==> config.mk <==
export PLATFORM = sky130hd
export DESIGN_NAME = calendar_schedule_table
export DESIGN_NICKNAME = d
export VERILOG_FILES = /design/src/sv/cst_pkg.sv /design/src/sv/cst_ram.sv /design/src/sv/calendar_schedule_table.sv
export VERILOG_INCLUDE_DIRS = /design/src /design/src/sv
export SDC_FILE = /design/constraint.sdc
export NUM_CORES = 1
export LEC_CHECK = 0
export ABC_CLOCK_PERIOD_IN_PS = 9800
export BUFFER_PORTS_ARGS = -buffer_cell sky130_fd_sc_hd__clkbuf_2
export CORE_MARGIN = 2
export CORE_UTILIZATION = 45
export CTS_CLUSTER_DIAMETER = 200
export CTS_CLUSTER_SIZE = 28
export DETAILED_ROUTE_END_ITERATION = 7
export GPL_TIMING_DRIVEN = 0
export PLACE_DENSITY = 0.63
export SETUP_SLACK_MARGIN = 0.15
export SYNTH_ARGS = -nofsm -noshare
export SYNTH_HDL_FRONTEND = slang
export SYNTH_SLANG_ARGS = --single-unit
==> constraint.sdc <==
create_clock -name clock -period 9.8 [get_ports clock]
set_input_delay 0.49 -clock clock [delete_from_list [all_inputs] [get_ports clock]]
set_output_delay 0.49 -clock clock [all_outputs]
set_load 0.1 [all_outputs]
==> src/sv/calendar_schedule_table_assert.svh <==
// assertion macros for the schedule table
`ifndef CALENDAR_SCHEDULE_TABLE_ASSERT_SVH
`define CALENDAR_SCHEDULE_TABLE_ASSERT_SVH

`ifndef ASSERT_OFF

// ante holds in a cycle, so cons holds in the same cycle
`define CST_ASSERT_IMPLY(lbl, clk, rst, ante, cons) \
   lbl: assert property (@(posedge clk) disable iff (rst) (ante) |-> (cons)) \
      else $error("schedule table check failed");

// ante holds in a cycle, so cons holds in the next one
`define CST_ASSERT_NEXT(lbl, clk, rst, ante, cons) \
   lbl: assert property (@(posedge clk) disable iff (rst) (ante) |=> (cons)) \
      else $error("schedule table check failed");

`else

`define CST_ASSERT_IMPLY(lbl, clk, rst, ante, cons)
`define CST_ASSERT_NEXT(lbl, clk, rst, ante, cons)

`endif

`endif

==> src/sv/cst_pkg.sv <==
`default_nettype none

package cst_pkg;

   localparam int ID_W    = 8;
   localparam int PLAN_W  = 8;
   localparam int MONTH_W = 12;
   localparam int DAY_W   = 31;
   localparam int WEEK_W  = 7;

   typedef enum logic [1:0] {
      OP_ADD    = 2'd0,
      OP_DELETE = 2'd1,
      OP_LOOKUP = 2'd2,
      OP_CLEAR  = 2'd3
   } cst_op_type;

   typedef enum logic [1:0] {
      ST_OK        = 2'd0,
      ST_NOT_FOUND = 2'd1,
      ST_FULL      = 2'd2
   } cst_status_type;

   typedef enum logic [1:0] {
      S_IDLE,
      S_SCAN,
      S_SHIFT
   } cst_state_type;

   typedef struct packed {
      logic [ID_W-1:0]    ident;
      logic [PLAN_W-1:0]  plan;
      logic [MONTH_W-1:0] months;
      logic [DAY_W-1:0]   days;
      logic [WEEK_W-1:0]  weekdays;
   } cst_entry_type;

   // all three masks must contain the date; position 0 or beyond the mask selects nothing
   function automatic logic date_hit(cst_entry_type e, logic [3:0] m, logic [4:0] d,
                                     logic [2:0] w);
      logic m_ok;
      logic d_ok;
      logic w_ok;
      m_ok = (m != 4'd0) && (m <= 4'd12) && e.months[m - 4'd1];
      d_ok = (d != 5'd0) && e.days[d - 5'd1];
      w_ok = (w != 3'd0) && e.weekdays[w - 3'd1];
      return m_ok && d_ok && w_ok;
   endfunction

endpackage

`default_nettype wire

==> src/sv/cst_ram.sv <==
`default_nettype none

module cst_ram
   import cst_pkg::*;
#(
   parameter int ENTRIES = 16,
   parameter int AW      = 4
) (
   input  wire logic          clock,
   input  wire logic          wr_en,
   input  wire logic [AW-1:0] wr_addr,
   input  wire cst_entry_type wr_data,
   input  wire logic          rd_en,
   input  wire logic [AW-1:0] rd_addr,
   output cst_entry_type      rd_data
);

   cst_entry_type mem_ff [ENTRIES];
   cst_entry_type rd_data_ff;

   always_ff @(posedge clock) begin
      if (wr_en) begin
         mem_ff[wr_addr] <= wr_data;
      end
   end

   always_ff @(posedge clock) begin
      if (rd_en) begin
         rd_data_ff <= mem_ff[rd_addr];
      end
   end

   assign rd_data = rd_data_ff;

endmodule

`default_nettype wire

==> src/sv/calendar_schedule_table.sv <==
// channel   | handshake          | words
// ----------+--------------------+-------------------------------------------------
// request   | start / busy       | req_type, req_schedule_id, req_interval_plan,
//           |                    | req_*_mask, req_now_month/day/weekday
// response  | rsp_valid (strobe) | rsp_status, rsp_found_plan
//
// clear answers in the cycle after start. add and lookup walk the entries through
// the one read port of the entry memory, one entry per cycle. delete walks up to the
// entry, then moves each later entry down one slot. reset is synchronous and empties
// the table.
// one request at a time: busy stays high until its response strobe is issued; a clear never raises it.
// the response is a one-cycle strobe; the receiver cannot hold it off.
`default_nettype none

module calendar_schedule_table
   import cst_pkg::*;
#(
   parameter int ENTRIES = 16
) (
   input  wire logic        clock,
   input  wire logic        reset,
   input  wire logic        start,
   output logic             busy,
   input  wire logic [1:0]  req_type,
   input  wire logic [7:0]  req_schedule_id,
   input  wire logic [7:0]  req_interval_plan,
   input  wire logic [11:0] req_month_mask,
   input  wire logic [30:0] req_day_mask,
   input  wire logic [6:0]  req_weekday_mask,
   input  wire logic [3:0]  req_now_month,
   input  wire logic [4:0]  req_now_day,
   input  wire logic [2:0]  req_now_weekday,
   output logic             rsp_valid,
   output logic [1:0]       rsp_status,
   output logic [7:0]       rsp_found_plan
);

`include "calendar_schedule_table_assert.svh"

   localparam int CW = $clog2(ENTRIES + 1);
   localparam int AW = (ENTRIES > 1) ? $clog2(ENTRIES) : 1;

   cst_state_type  state_ff, state_in;
   logic [CW-1:0]  count_ff, count_in;
   logic [CW-1:0]  rd_idx_ff, rd_idx_in;
   logic [CW-1:0]  chk_idx_ff, chk_idx_in;
   logic           chk_vld_ff, chk_vld_in;

   cst_op_type     op_ff;
   logic [7:0]     id_ff;
   logic [7:0]     plan_ff;
   logic [11:0]    months_ff;
   logic [30:0]    days_ff;
   logic [6:0]     weekdays_ff;
   logic [3:0]     month_ff;
   logic [4:0]     day_ff;
   logic [2:0]     weekday_ff;

   logic           rsp_valid_ff, rsp_valid_in;
   cst_status_type rsp_status_ff, rsp_status_in;
   logic [7:0]     rsp_plan_ff, rsp_plan_in;

   logic           wr_en;
   logic [AW-1:0]  wr_addr;
   cst_entry_type  wr_data;
   logic           rd_en;
   logic [AW-1:0]  rd_addr;
   cst_entry_type  rd_data;
   cst_entry_type  new_entry;

   logic           accept;
   logic           hit;
   logic           scan_end;
   logic           full;
   logic [CW-1:0]  shift_dst;

   cst_ram #(
      .ENTRIES (ENTRIES),
      .AW      (AW)
   ) u_ram (
      .clock   (clock),
      .wr_en   (wr_en),
      .wr_addr (wr_addr),
      .wr_data (wr_data),
      .rd_en   (rd_en),
      .rd_addr (rd_addr),
      .rd_data (rd_data)
   );

   assign busy     = (state_ff != S_IDLE);
   assign accept   = start && !busy;
   assign scan_end = (rd_idx_ff >= count_ff);
   assign full     = (count_ff == CW'(ENTRIES));
   assign shift_dst = chk_idx_ff - CW'(1);
   assign new_entry = '{ident: id_ff, plan: plan_ff, months: months_ff,
                        days: days_ff, weekdays: weekdays_ff};

   // word read last cycle is checked against the request
   assign hit = chk_vld_ff &&
                ((op_ff == OP_LOOKUP) ? date_hit(rd_data, month_ff, day_ff, weekday_ff)
                                      : (rd_data.ident == id_ff));

   always_comb begin
      state_in = state_ff;
      unique case (state_ff)
         S_IDLE: begin
            if (accept && (cst_op_type'(req_type) != OP_CLEAR)) begin
               state_in = S_SCAN;
            end
         end
         S_SCAN: begin
            priority if (hit && (op_ff == OP_DELETE)) begin
               state_in = S_SHIFT;
            end else if (hit || scan_end) begin
               state_in = S_IDLE;
            end else begin
               state_in = S_SCAN;
            end
         end
         S_SHIFT: begin
            if (scan_end && !chk_vld_ff) begin
               state_in = S_IDLE;
            end
         end
         default: begin
            state_in = S_IDLE;
         end
      endcase
   end

   always_comb begin
      count_in      = count_ff;
      rd_idx_in     = rd_idx_ff;
      chk_idx_in    = chk_idx_ff;
      chk_vld_in    = 1'b0;
      rd_en         = 1'b0;
      rd_addr       = rd_idx_ff[AW-1:0];
      wr_en         = 1'b0;
      wr_addr       = count_ff[AW-1:0];
      wr_data       = new_entry;
      rsp_valid_in  = 1'b0;
      rsp_status_in = rsp_status_ff;
      rsp_plan_in   = rsp_plan_ff;

      unique case (state_ff)
         S_IDLE: begin
            if (accept) begin
               rd_idx_in = '0;
               if (cst_op_type'(req_type) == OP_CLEAR) begin
                  count_in      = '0;
                  rsp_valid_in  = 1'b1;
                  rsp_status_in = ST_OK;
                  rsp_plan_in   = 8'd0;
               end
            end
         end
         S_SCAN: begin
            if (!scan_end) begin
               rd_en      = 1'b1;
               chk_vld_in = 1'b1;
               chk_idx_in = rd_idx_ff;
               rd_idx_in  = rd_idx_ff + CW'(1);
            end
            priority if (hit) begin
               chk_vld_in = 1'b0;
               unique case (op_ff)
                  OP_ADD: begin
                     // alter in place
                     wr_en         = 1'b1;
                     wr_addr       = chk_idx_ff[AW-1:0];
                     rsp_valid_in  = 1'b1;
                     rsp_status_in = ST_OK;
                     rsp_plan_in   = 8'd0;
                  end
                  OP_DELETE: begin
                     rd_en     = 1'b0;
                     rd_idx_in = chk_idx_ff + CW'(1);
                  end
                  OP_LOOKUP: begin
                     rsp_valid_in  = 1'b1;
                     rsp_status_in = ST_OK;
                     rsp_plan_in   = rd_data.plan;
                  end
                  OP_CLEAR: begin
                     rsp_valid_in  = 1'b1;
                     rsp_status_in = ST_OK;
                     rsp_plan_in   = 8'd0;
                  end
               endcase
            end else if (scan_end) begin
               chk_vld_in   = 1'b0;
               rsp_valid_in = 1'b1;
               rsp_plan_in  = 8'd0;
               if (op_ff == OP_ADD) begin
                  if (full) begin
                     rsp_status_in = ST_FULL;
                  end else begin
                     // append behind the last entry
                     wr_en         = 1'b1;
                     wr_addr       = count_ff[AW-1:0];
                     count_in      = count_ff + CW'(1);
                     rsp_status_in = ST_OK;
                  end
               end else begin
                  rsp_status_in = ST_NOT_FOUND;
               end
            end else begin
               rsp_valid_in = 1'b0;
            end
         end
         S_SHIFT: begin
            if (!scan_end) begin
               rd_en      = 1'b1;
               chk_vld_in = 1'b1;
               chk_idx_in = rd_idx_ff;
               rd_idx_in  = rd_idx_ff + CW'(1);
            end
            // entry read last cycle moves down one slot
            if (chk_vld_ff) begin
               wr_en   = 1'b1;
               wr_addr = shift_dst[AW-1:0];
               wr_data = rd_data;
            end
            if (scan_end && !chk_vld_ff) begin
               count_in      = count_ff - CW'(1);
               rsp_valid_in  = 1'b1;
               rsp_status_in = ST_OK;
               rsp_plan_in   = 8'd0;
            end
         end
         default: begin
            chk_vld_in = 1'b0;
         end
      endcase
   end

   always_ff @(posedge clock) begin
      if (reset) begin
         state_ff     <= S_IDLE;
         count_ff     <= '0;
         chk_vld_ff   <= 1'b0;
         rsp_valid_ff <= 1'b0;
      end else begin
         state_ff     <= state_in;
         count_ff     <= count_in;
         chk_vld_ff   <= chk_vld_in;
         rsp_valid_ff <= rsp_valid_in;
      end
   end

   always_ff @(posedge clock) begin
      rd_idx_ff     <= rd_idx_in;
      chk_idx_ff    <= chk_idx_in;
      rsp_status_ff <= rsp_status_in;
      rsp_plan_ff   <= rsp_plan_in;
      if (accept) begin
         op_ff       <= cst_op_type'(req_type);
         id_ff       <= req_schedule_id;
         plan_ff     <= req_interval_plan;
         months_ff   <= req_month_mask;
         days_ff     <= req_day_mask;
         weekdays_ff <= req_weekday_mask;
         month_ff    <= req_now_month;
         day_ff      <= req_now_day;
         weekday_ff  <= req_now_weekday;
      end
   end

   assign rsp_valid      = rsp_valid_ff;
   assign rsp_status     = rsp_status_ff;
   assign rsp_found_plan = rsp_plan_ff;

   `CST_ASSERT_IMPLY(a_count_bound, clock, reset, 1'b1, count_ff <= CW'(ENTRIES))
   `CST_ASSERT_NEXT(a_accept_moves, clock, reset, start && !busy, busy || rsp_valid)
   `CST_ASSERT_IMPLY(a_miss_no_plan, clock, reset, rsp_valid && (rsp_status != ST_OK), rsp_found_plan == 8'd0)
   `CST_ASSERT_IMPLY(a_write_busy, clock, reset, wr_en, state_ff != S_IDLE)

endmodule

`default_nettype wire

==> results of run 1 <==
power by group:
part,switching [mW],leakage (nW),internal (mW)
combinational,0.636,5.16,0.369
clock,1.53,0.645,0.952
sequential,0.0348,11.1,5.88
cell usage after synthesis (2+ instances only):
master,number
a2111oi_0,2
a211oi_1,4
a21boi_0,2
a21o_1,3
a21oi_1,82
a221oi_1,68
a22oi_1,66
a311oi_1,2
a31oi_1,5
and2_1,11
and3_1,7
and3b_1,7
buf_1,35
buf_6,2
clkbuf_1,97
dfxtp_1,9
edfxtp_1,1222
ha_1,24
inv_1,25
mux2_2,135
mux2i_1,203
mux4_2,143
nand2_1,90
nand2b_1,6
nand3_1,20
nand3b_1,3
nand4_1,7
nor2_1,15
nor2b_1,5
nor3_1,10
nor3b_1,3
nor3b_2,2
o21a_1,2
o21ai_0,143
o221a_2,2
o31ai_1,4
or4_1,2
or4_4,2
xnor2_1,16
xor2_1,5
layer usage:
layer  up-vias  track usage [%]  share of wire, %  wire [um]
li1      10800                -                 -          -
met1     13000             28.7                41      49100
met2       926             36.3                50      59000
met3       154             2.72               6.3       7510
met4         0             6.27               2.7       3190
met5         -                0                 0          0
worst max-delay path by stage:
stage / cells after the start / start / endpoint
floorplan: 14 / rd_idx_ff[0] / u_ram.mem_ff[12][0]
global placement: 14 / rd_idx_ff[0] / u_ram.mem_ff[8][33]
detailed placement: 17 / rd_idx_ff[0] / u_ram.mem_ff[12][35]
CTS: 17 / rd_idx_ff[0] / u_ram.mem_ff[12][19]
global route: 17 / rd_idx_ff[0] / u_ram.mem_ff[12][24]
finish: 17 / rd_idx_ff[0] / u_ram.mem_ff[12][14]
metrics by stage:
step | instance area (um^2) | total power, mW | setup TNS, ns | instances | hold slack [ns]
floorplan | 48400 | 6.66 | 0 | 2515 | 0.452
global placement | 50600 | 6.98 | -2851.18 | 4011 | 0.498
detailed placement | 51800 | 7.02 | 0 | 4082 | 0.511
CTS | 53900 | 9.46 | 0 | 4224 | 0.165
global route | 53900 | 9.68 | 0 | 4224 | 0.237
finish | 53900 | 9.40 | 0 | 4226 | 0.204
state kept, by name, summed over array words and instances (netlist names), 3 cells and up:
register / count
months_ff: 12
plan_ff: 8
id_ff: 8
rd_idx_ff: 5
u_ram.rd_data: 66
days_ff: 31
chk_idx_ff: 5
u_ram.mem_ff: 1056
count_ff: 5
weekday_ff: 3
day_ff: 5
month_ff: 4
weekdays_ff: 7
rsp_found_plan: 8
cell families (layout without fill, tap and decap cells):
family	after synthesis	count (layout)
xor gates and xnor gates	21	21
DFF	1231	1231
AOI/OAI and AO/OA	399	399
muxes	481	481
and+or+nand+nor	198	198
adders and majority gates	25	25
other	0	2
buffers and inverters	160	466
critical path: cells and delay by family, from the launching register on:
kind | cells | cell delay (ns)
buffers and inverters | 8 | 4.13
AOI/OAI and AO/OA | 5 | 1.54
and+or+nand+nor | 3 | 0.99
DFF | 1 | 0.48
adders and majority gates | 1 | 0.33
cell type report:
| type | instances | area (um^2) | area share (%) |
|---|---|---|---|
| clock inverter | 1 | 8.76 | 0.0162 |
| antenna | 2 | 5.00 | 0.00928 |
| tap | 1403 | 1760 | 3.25 |
| clock buffer | 61 | 1310 | 2.44 |
| inverter | 26 | 97.6 | 0.181 |
| sequential | 1231 | 36900 | 68.4 |
| buffer | 134 | 518 | 0.960 |
| timing repair buffer | 244 | 2380 | 4.42 |
| multi-input combinational | 1124 | 11000 | 20.4 |
timing repair:
item	CTS	global route
endpoints found under the setup margin	0	0
hold buffers	80	0
endpoints found under the hold margin	80	0
==> reports/metrics.yaml, run 1 <==
die_h_um: 332
area_growth_pct: 11.5
yosys.area_share.xor_xnor_pct: 0.380
drive_gt1_share_pct: 18.8
cp-end-kind: "flop"
cp_slowest_stage_delay_ns: 0.97
crit_arrival_ns: 8.20
grt_antenna_before_repair: 5
p_leak_nw: 16.9
die-width_um: 332
drt-total-wl_mm: 119
cpMaxStageDelayCell: "a2111oi_0"
clock_latency_ns: 0.69
hold_depth: 2
max_slew_margin_pct: 6.53
vdd_drop_max_mv: 0.139
gp_congestion: 0.847
synth_fa_ha_area_share_pct: 0.662
rows: 120
max_cap_viol_count: 0
path_common_cell: "clkbuf_1"
final_hold_viol_count: 0
synth_top_area_cell: "edfxtp_1"
final_common_cell: "edfxtp_1"
synth-simple-area-share_pct: 2.08
start_util_pct: 45.3
grt_max_degree: 44
numPortBuffers: 93
core_area_um2: 107000
worst_pin_slew_ns: 1.40
worstSetupPathType: "reg2reg"
io_pins: 95
pre_cts_ws_ns: 2.03
mappedNetlistNets: 2623
min_from: "reset"
rrSetupSlack_ns: 1.99
period_minus_slack_ns: 7.81
cts-resized-gates: 0
dr.pass1.iters: 5
synthCells: 2515
htreeDepth: 2
clock_sinks: 1231
grt_overflow: 0
muxShareOfSynthArea_pct: 14.0
synth_edf_count: 1222
critical_path.max_fanout: 10
grt_pass1_wl_mm: 171
drv_slew: 0
syn_avg_cell_area_um2: 19.2
synth_top_family_by_area: "multiplexers"
fillers: 8440
numCtsBuffers: 49
min_path_type: "in2reg"
ys_seq_area_share_pct: 76.3
nets: 2918
path_cells: "clkbuf_1 -> clkbuf_1 -> clkbuf_1 -> clkbuf_1 -> inv_1 -> ha_1 -> nand2b_1 -> a21o_1 -> a21oi_1 -> o21a_1 -> o21ai_0 -> nor2_1 -> a2111oi_0 -> nor3b_2 -> buf_8 -> buf_6 -> buf_6"
num_vias: 24900
post-cts-setup-buffer-count: 0
yosys_register_bits: 1231
setup_viol: 0
worstReg2RegStart: "rd_idx_ff[0]"
r2r_cells: 17
timing.final.ws_setup_ns: 1.99
ys_types: 64
cts_root_buffer: "clkbuf_16"
crit_path_start_kind: "flop"
cp_data_required_time_ns: 10.19
status: "complete, no violations"
syn_area_um2: 48400
fin_skew_ns: 0.0280
avgViaCountPerCell: 5.90
synthArstFlopShare_pct: 0
cts_buffer_depth: 3
grt_usage_pct: 21.3
hold_end: "count_ff[0]"
drt_iter0_drc: 3152
synth_compound_area_share_pct: 5.34
finish.utilization_pct: 50.5
dp.final_hpwl_mm: 79.7
fmax_mhz: 128
ant_nets: 0
yosysTopAreaCellShare_pct: 75.9
final_cell_mix: "edfxtp_1, mux2i_1, mux4_2, o21ai_0, mux2_2"
finalCritPeriodShare_pct: 79.7
drc: 0
path_clk_slew_ns: 0.12
wl_per_cell_um: 28.1
power.density_nw_per_um2: 174
grt_pass1_vias: 25300
cts_tree: "yes"
rsz0062_at_grt: "false"
synth_area_leaders: "edfxtp_1, mux4_2, mux2i_1"
r2r_end: "u_ram.mem_ff[12][14]"
ys.warnings.count: 0
die-area_um2: 110000
synth_ff_type: "edfxtp_1"
No activity file was read; power rests on OpenSTA's default activity.
==> run 2, diff against run 1 <==
--- a/config.mk
+++ b/config.mk
@@ -6,7 +6,8 @@
 export SDC_FILE = /design/constraint.sdc
 export NUM_CORES = 1
 export LEC_CHECK = 0
-export ABC_CLOCK_PERIOD_IN_PS = 9800
+export ABC_AREA = 1
+export ABC_CLOCK_PERIOD_IN_PS = 7700
 export BUFFER_PORTS_ARGS = -buffer_cell sky130_fd_sc_hd__clkbuf_2
 export CORE_MARGIN = 2
 export CORE_UTILIZATION = 45
==> constraint.sdc (replaced) <==
create_clock -name clock -period 7.7 [get_ports clock]
set_input_delay 0.385 -clock clock [delete_from_list [all_inputs] [get_ports clock]]
set_output_delay 0.385 -clock clock [all_outputs]
set_load 0.1 [all_outputs]
==> reports/metrics.yaml, run 2 <==
htreeDepth: 2
syn_area_um2: 48400
grt_usage_pct: 25.7
path_clk_slew_ns: 0.12
p_leak_nw: 18.0
final_hold_viol_count: 0
status: "complete, but fails checks"
synthCells: 3659
start_util_pct: 45.3
largest_reg_flops: 1056
avgViaCountPerCell: 5.91
synthArstFlopShare_pct: 0
yosys_register_bits: 1231
ant_nets: 0
die_h_um: 332
ys.warnings.count: 0
grt_pass1_vias: 29900
worst_pin_slew_ns: 1.60
crit_path_start_kind: "flop"
area_growth_pct: 11.7
synth_edf_count: 1222
finalCritPeriodShare_pct: 75.8
nets: 4054
die-width_um: 332
mappedNetlistNets: 3767
fin_hold_ws_ns: 0.227
final_cell_mix: "edfxtp_1, nand2_1, o21ai_0"
cts_tree: "yes"
dr.pass1.iters: 7
num_antenna_cells: 0
grt_max_degree: 43
setup_viol: 0
clock_latency_ns: 0.69
fin_skew_ns: 0.0433
cts_buffer_depth: 3
rows: 120
finish.utilization_pct: 50.6
top_register: "u_ram.mem_ff"
gp_congestion: 0.856
grt_antenna_before_repair: 2
post-cts-setup-buffer-count: 0
grt_overflow: 0
synth_common_cells: "edfxtp_1, nand2_1, o21ai_0"
grt_pass1_wl_mm: 207
rsz0062_at_grt: "false"
crit_arrival_ns: 6.19
yosysTopAreaCellShare_pct: 75.8
dp.final_hpwl_mm: 96.1
die-area_um2: 110000
cp-end-kind: "flop"
core_area_um2: 107000
cts_root_buffer: "clkbuf_16"
synth_ff_type: "edfxtp_1"
fillers: 9077
io_pins: 95
drv_slew: 22
final_common_cell: "edfxtp_1"
clock_sinks: 1231
max_cap_viol_count: 2
power.density_nw_per_um2: 321
min_path_type: "in2reg"
ys_seq_area_share_pct: 76.2
syn_avg_cell_area_um2: 13.2
fmax_mhz: 171
ys_types: 45
num_vias: 31700
worstSetupPathType: "reg2reg"
violations: "capacitance limit, slew limit"
synth_most_common_cell: "edfxtp_1"
drc: 0
synth_area_leaders: "edfxtp_1, nand2_1, o21ai_0"
numCtsBuffers: 49
synth_top_area_cell: "edfxtp_1"
wl_per_cell_um: 27.0
vdd_drop_max_mv: 0.207
cp_data_required_time_ns: 8.06
numPortBuffers: 94
drive_gt1_share_pct: 6.75
period_minus_slack_ns: 5.84
max_slew_margin_pct: -6.38
critical_path.max_fanout: 17
drt_iter0_drc: 4621
drt-total-wl_mm: 145
## run 2: final cells by class
class / count / area, um^2 / share of cell area, %
clock buffers: 61 / 1270 / 2.35
plain buffers: 225 / 887 / 1.64
multi-input cells: 2128 / 10500 / 19.4
repair buffers: 236 / 2480 / 4.59
inverters: 75 / 294 / 0.544
flip-flops and latches: 1231 / 36900 / 68.2
clock inverters: 2 / 17.5 / 0.0324
well taps: 1403 / 1760 / 3.25
## run 2: power by group
| part | switching (mW) | internal [mW] | leakage (nW) |
|---|---|---|---|
| registers | 0.162 | 8.11 | 11.1 |
| logic | 4.53 | 1.42 | 6.26 |
| clock network | 1.97 | 1.18 | 0.627 |
## run 2: kinds of logic (layout without fill, tap and decap cells)
| logic type | Yosys count | count (layout) | share of synthesized area, % |
|---|---|---|---|
| and+or+nand+nor | 1302 | 1302 | 11.0 |
| AOI/OAI and AO/OA | 785 | 785 | 9.42 |
| buffers and inverters | 300 | 599 | 2.43 |
| xor gates and xnor gates | 15 | 15 | 0.271 |
| adders and majority gates | 25 | 25 | 0.662 |
| DFF | 1231 | 1231 | 76.2 |
| muxes | 1 | 1 | 0.0207 |
## run 2: what timing repair did
| action | 4_1_cts | 5_1_grt |
|---|---|---|
| hold buffers | 81 | 0 |
| endpoints found under the hold margin | 83 | 0 |
| gates resized for setup | 0 | 0 |
| endpoints found under the setup margin | 0 | 0 |
## run 2: per-layer routing
metal | vias up | part of all wire (%) | global-route usage, %
li1 | 14000 | - | -
met1 | 15700 | 41 | 36.3
met2 | 1761 | 46 | 40.9
met3 | 224 | 9.9 | 4.32
met4 | 2 | 3.4 | 8.34
met5 | - | 0.0090 | 0
## run 2: worst max-delay path, stage by stage (launching register included)
cell and delay (ns):
edfxtp_1 0.45, buf_2 0.35, inv_2 0.30, clkbuf_1 1.00, clkbuf_1 0.60, ha_1 0.22
nand2_1 0.05, inv_1 0.05, nand4_1 0.08, nand3_2 0.20, nand2_1 0.08, nand2_1 0.07
nand2_1 0.05, nand2_1 0.08, inv_1 0.08, nor2_2 0.12, nand2_1 0.24, nor2_4 0.61
buf_16 0.24, buf_12 0.19, buf_16 0.19, buf_12 0.21
## run 2: through the flow
step           instance area [um^2]  TNS (ns)  setup WS (ns)  power, mW  std cells
2_1_floorplan                 48400         0          0.172       11.8       3659
3_3_place_gp                  50600  -3549.23          -6.14       14.1       5156
3_5_place_dp                  52000         0           2.00       14.2       5216
4_1_cts                       54100         0           1.96       17.3       5360
5_1_grt                       54100         0           1.62       18.0       5361
6_report                      54100         0           1.86       17.4       5361
## run 2: final timing paths
path,from,to,slack (ns),cells past startpoint
worst max-delay path,rd_idx_ff[0],u_ram.mem_ff[0][12],1.86,21
worst min-delay path,start,state_ff[1],0.23,4
worst max register to register,rd_idx_ff[0],u_ram.mem_ff[0][12],1.86,21
worst min register to register,rd_idx_ff[3],chk_idx_ff[3],0.52,0
